## config.mk

```make
export PLATFORM = sky130hd
export DESIGN_NAME = rlp_queue
export DESIGN_NICKNAME = d
export VERILOG_FILES = /design/src/rlp_pkg.sv /design/src/rlp_queue.sv
export SDC_FILE = /design/constraint.sdc
export NUM_CORES = 1
export LEC_CHECK = 0
export CORE_MARGIN = 4
export CORE_UTILIZATION = 52
export CTS_CLUSTER_SIZE = 12
export DETAILED_ROUTE_END_ITERATION = 6
export DONT_BUFFER_PORTS = 1
export PLACE_DENSITY = 0.67
export RECOVER_POWER = 25
export SLEW_MARGIN = 20
export SYNTH_ARGS = -nofsm -noshare
export SYNTH_HDL_FRONTEND = slang
export SYNTH_SLANG_ARGS = --single-unit
```

## constraint.sdc

```tcl
create_clock -name i_clk -period 1.2 [get_ports i_clk]
set_input_delay 0.12 -clock i_clk [delete_from_list [all_inputs] [get_ports i_clk]]
set_output_delay 0.12 -clock i_clk [all_outputs]
set_load 0.01 [all_outputs]
```

## src/rlp_pkg.sv

```systemverilog
// ----------------------------------------------------------------------------
// rlp_pkg
// Shared types and constants of the radix literal parser: character codes,
// radix modes, status codes, register indexes and the front-to-back item.
// ----------------------------------------------------------------------------
package rlp_pkg;

    // Accumulator width; the value wraps modulo 2^VALUE_W
    localparam int VALUE_W = 32;
    localparam int CHAR_W  = 8;
    localparam int DIGIT_W = 4;
    localparam int COUNT_W = 4;
    localparam int CFG_IDX_W = 3;

    // Digit count saturates here; graphics allows up to GFX_MAX_PIXELS
    localparam logic [COUNT_W-1:0] COUNT_SAT      = 4'd9;
    localparam logic [COUNT_W-1:0] GFX_MAX_PIXELS = 4'd8;

    // Prefix characters
    localparam logic [CHAR_W-1:0] CH_HEX  = 8'h24;  // '$'
    localparam logic [CHAR_W-1:0] CH_OCT  = 8'h26;  // '&'
    localparam logic [CHAR_W-1:0] CH_BIN  = 8'h25;  // '%'
    localparam logic [CHAR_W-1:0] CH_GFX  = 8'h60;  // backtick

    // ASCII digit ranges
    localparam logic [CHAR_W-1:0] CH_0    = 8'h30;
    localparam logic [CHAR_W-1:0] CH_9    = 8'h39;
    localparam logic [CHAR_W-1:0] CH_LA   = 8'h61;
    localparam logic [CHAR_W-1:0] CH_LF   = 8'h66;
    localparam logic [CHAR_W-1:0] CH_UA   = 8'h41;
    localparam logic [CHAR_W-1:0] CH_UF   = 8'h46;
    localparam logic [DIGIT_W-1:0] DIGIT_TEN = 4'd10;

    // Register reset values
    localparam logic [CHAR_W-1:0] RST_BIN_ZERO = 8'd48;
    localparam logic [CHAR_W-1:0] RST_BIN_ONE  = 8'd49;
    localparam logic [CHAR_W-1:0] RST_GFX_ZERO = 8'd48;
    localparam logic [CHAR_W-1:0] RST_GFX_ONE  = 8'd49;
    localparam logic [CHAR_W-1:0] RST_GFX_TWO  = 8'd50;
    localparam logic [CHAR_W-1:0] RST_GFX_THREE = 8'd51;

    // Overflow limits: largest accumulator that may still take a digit
    localparam logic [VALUE_W-1:0] VAL_MAX  = {VALUE_W{1'b1}};
    localparam logic [VALUE_W-1:0] MAXQ_DEC = VAL_MAX / VALUE_W'(10);
    localparam logic [VALUE_W-1:0] MAXQ_HEX = VAL_MAX / VALUE_W'(16);
    localparam logic [VALUE_W-1:0] MAXQ_OCT = VAL_MAX / VALUE_W'(8);
    localparam logic [VALUE_W-1:0] MAXQ_BIN = VAL_MAX / VALUE_W'(2);
    localparam logic [DIGIT_W-1:0] MAXR_DEC = DIGIT_W'(VAL_MAX % VALUE_W'(10));
    localparam logic [DIGIT_W-1:0] MAXR_HEX = DIGIT_W'(VAL_MAX % VALUE_W'(16));
    localparam logic [DIGIT_W-1:0] MAXR_OCT = DIGIT_W'(VAL_MAX % VALUE_W'(8));
    localparam logic [DIGIT_W-1:0] MAXR_BIN = DIGIT_W'(VAL_MAX % VALUE_W'(2));

    typedef enum logic [2:0] {
        MODE_DEC = 3'd0,
        MODE_HEX = 3'd1,
        MODE_OCT = 3'd2,
        MODE_BIN = 3'd3,
        MODE_GFX = 3'd4
    } t_mode;

    typedef enum logic [1:0] {
        ST_OK        = 2'd0,
        ST_NO_DIGITS = 2'd1,
        ST_OVERFLOW  = 2'd2,
        ST_GFX_LONG  = 2'd3
    } t_status;

    typedef enum logic [CFG_IDX_W-1:0] {
        CFG_BIN_ZERO  = 3'd0,
        CFG_BIN_ONE   = 3'd1,
        CFG_GFX_ZERO  = 3'd2,
        CFG_GFX_ONE   = 3'd3,
        CFG_GFX_TWO   = 3'd4,
        CFG_GFX_THREE = 3'd5
    } t_cfg_idx;

    // Classified character handed from front to back
    typedef struct packed {
        t_mode               mode;   // radix of the token
        logic [DIGIT_W-1:0]  digit;  // digit value (shade in graphics mode)
        logic                take;   // item carries a digit
        logic                last;   // final character of the token
    } t_op;

endpackage

```

## src/rlp_queue.sv

```systemverilog
// ----------------------------------------------------------------------------
// rlp_queue
// Two-entry queue of classified items between front and back.
// ----------------------------------------------------------------------------
module rlp_queue
    import rlp_pkg::*;
(
    input  logic i_clk,
    input  logic i_rst_n,
    input  logic i_push,
    input  t_op  i_op,
    input  logic i_pop,
    output logic o_full,
    output logic o_valid,
    output t_op  o_op
);

    t_op        r_mem [2];
    logic       r_wr_ptr, r_rd_ptr;
    logic [1:0] r_cnt, n_cnt;

    assign o_full  = (r_cnt == 2'd2);
    assign o_valid = (r_cnt != 2'd0);
    assign o_op    = r_mem[r_rd_ptr];

    // Storage
    always_ff @(posedge i_clk) begin
        if (i_push) begin
            r_mem[r_wr_ptr] <= i_op;
        end
    end

    // Occupancy
    always_comb begin
        n_cnt = r_cnt;
        if (i_push && !i_pop)      n_cnt = r_cnt + 2'd1;
        else if (!i_push && i_pop) n_cnt = r_cnt - 2'd1;
    end

    always_ff @(posedge i_clk) begin
        if (!i_rst_n) begin
            r_wr_ptr <= 1'b0;
            r_rd_ptr <= 1'b0;
            r_cnt    <= 2'd0;
        end else begin
            if (i_push) r_wr_ptr <= !r_wr_ptr;
            if (i_pop)  r_rd_ptr <= !r_rd_ptr;
            r_cnt <= n_cnt;
        end
    end

`ifndef ASSERT_OFF
    a_cnt_bound: assert property (@(posedge i_clk) disable iff (!i_rst_n)
        r_cnt != 2'd3)
        else $error("queue count out of range");
    a_ptr_match: assert property (@(posedge i_clk) disable iff (!i_rst_n)
        (r_cnt == 2'd0 || r_cnt == 2'd2) |-> (r_wr_ptr == r_rd_ptr))
        else $error("queue pointers disagree with count");
    a_push_room: assert property (@(posedge i_clk) disable iff (!i_rst_n)
        i_push |-> !o_full)
        else $error("push into a full queue");
    a_pop_valid: assert property (@(posedge i_clk) disable iff (!i_rst_n)
        i_pop |-> o_valid)
        else $error("pop from an empty queue");
`endif

endmodule

```

==> impl_metrics.tcl <==
set metrics [dict create \
    grt_pass1_vias 531 \
    syn_area_per_cell_um2 17.4 \
    final_antenna_net_count 0 \
    clkSlewWorstSetupHoldPaths_ns 0.12 \
    dp_hpwl_um 1100 \
    r2r_cells 1 \
    seq_area_frac_synth 0.738 \
    final-setup-viol-count 9 \
    cts_tree "yes" \
    wl_um 1420 \
    clock_skew_ns 0.00138 \
    dpl-instance-area_um2 918 \
    grt_setup_unrepaired "true" \
    tightest_slew_ns 0.409 \
    most-common-layout-cells "edfxtp_1, dlygate4sd3_1, mux2_4" \
    ir_drop_v 0.000952 \
    syn_nets 64 \
    synth_top_area_share 0.622 \
    synthesis.instances 50 \
    core_mm2 0.00154 \
    endpoint "o_op[2]" \
    status "finished, violations left" \
    worstSetupEndpointType "primary output" \
    ys_top_cells_by_area "edfxtp_1, mux2_2, dfxtp_1, and2_1, xor2_1" \
    finalHoldViolCount 0 \
    slew_headroom 0.727 \
    post-cts-setup-buffer-count 0 \
    violations "negative setup slack" \
    stdcell_count 82 \
    r2r_start "r_wr_ptr" \
    cts_max_level 1 \
    final_common_cell "edfxtp_1" \
    setup_tns_ns -0.313 \
    fin_crit_sh 1.03 \
    die_x_um 48.9 \
    cts-root-buf "clkbuf_4" \
    rows 14 \
    vias 440 \
    fmax_ghz 0.807 \
    design_area_mm2 0.00108 \
    layout.nets 81 \
    maxCapViolations 0 \
    yosysUniqueCellTypes 16 \
    grt_max_degree 14 \
    grt_first_pass_wirelength_um 2370 \
    area_growth_pct 24.5 \
    hold_class "input port to flip-flop" \
    dr.pass1.iters 3 \
    pwr_density_cell_mw_per_mm2 1390 \
    finalWorstSetupSlack_ns -0.0394 \
    drc 0 \
    first_iter_violations 3 \
    crit_fanout 9 \
    routedWlPerCell_um 17.3 \
    critPathKind "flip-flop to primary output" \
    place_congestion 0.649 \
    start_util 0.563 \
    ys_warn_count 0 \
    die-area_mm2 0.00239 \
    ys_seq_elements 23 \
    vias_per_cell 5.37 \
    gr-total-overflow 0 \
    die_y_um 48.9 \
    clock_latency_ns 0.30 \
    diodes 0 \
    grt_usage 0.131 \
    r2r-end "r_mem[1][8]" \
    antenna_found_initial 0 \
    p_leak_nw 0.416 \
    rrSetupSlack_ns 0.11 \
    io_pins 24 \
    period_needed_ns 1.24 \
    layout-drive-gt1-share 0.288 \
    yosysTopAreaCell "edfxtp_1" \
    cp.arrival_ns 1.12 \
    numPortBuffers 0 \
    worstPathRequired_ns 1.08 \
    synthesis.area_um2 868 \
    clk_path_buf_depth 2 \
    cts_buffers 3 \
    finalMaxSlewViolations 0 \
    clock_sink_count 23 \
    start_kind "flip-flop" \
    hold_ws_ns 0.0352 \
    dp.cells 68 \
]
[how the worst min path moves through the flow]
stage	depth (start not counted)	start	slack, ns	to
after global placement	0	i_op[8]	0.22	r_mem[0][8]
final	2	i_push	0.04	r_wr_ptr
after global routing	2	i_push	0.03	r_wr_ptr
after floorplan	0	i_op[0]	0.22	r_mem[0][0]
after detailed placement	0	i_op[3]	0.22	r_mem[1][3]
after CTS	2	i_push	0.02	r_wr_ptr
[logic make-up after synthesis]
logic type,after synthesis,synth area share
AOI/OAI and AO/OA,3,0.0231
xor gates and xnor gates,3,0.0303
adders and majority gates,1,0.0144
buffers and inverters,2,0.0101
DFF,23,0.738
muxes,9,0.117
and+or+nand+nor,9,0.0677
[stage by stage]
step	power, mW	util	setup slack [ns]
floorplan	1.08	-	0.0504
global placement	1.12	0.596	0.202
detailed placement	1.13	0.596	0.112
CTS	1.53	0.701	-0.0559
global route	1.58	0.701	-0.0816
finish	1.51	0.701	-0.0394
[area by class of cell]
type                            count  area, µm²
Tap cell                           16       20.0
Clock buffer                        3       22.5
Multi-Input combinational cell     25        253
Clock inverter                      1       5.00
Fill cell                         107        460
Inverter                            1       3.75
Timing Repair Buffer               13        135
Sequential cell                    23        642
[critical path: stages (launching register included)]
cell     delay [ns]
dfxtp_2        0.36
buf_12         0.14
mux2_4         0.32
[synthesized netlist by cell type, drive strengths merged]
master and number:
a21boi 1, o21a 1, edfxtp 18, nor2b 2
or3 1, inv 1, o21ai 1, and2 4
and2b 1, or2 1, mux2 9, xnor2 1
dfxtp 5, ha 1, xor2 2, buf 1
[timing repair]
action                     4_1_cts  5_1_grt
hold buffers                    10        0
resized for setup               10        0
setup endpoints to repair        9        9
hold endpoints to repair        23        0
[report_power, final]
| part | internal (mW) | switching (mW) |
|---|---|---|
| Clock | 0.124 | 0.215 |
| Sequential | 0.913 | 0.0240 |
| Combinational | 0.130 | 0.100 |
[per-layer routing]
| layer | vias up | routed length (µm) | global-route usage |
|---|---|---|---|
| met3 | 0 | 64 | 0.0306 |
| met1 | 212 | 500 | 0.128 |
| met5 | - | 0 | 0 |
| met4 | 0 | 0 | 0.0538 |
| li1 | 215 | - | - |
| met2 | 13 | 856 | 0.257 |
[flip-flops by register name, indices dropped and copies added, names as in the netlist, named ones only]
name and flops:
r_mem 18, r_wr_ptr 1, r_rd_ptr 1, r_cnt 2
(Power assumes the default switching activity.)
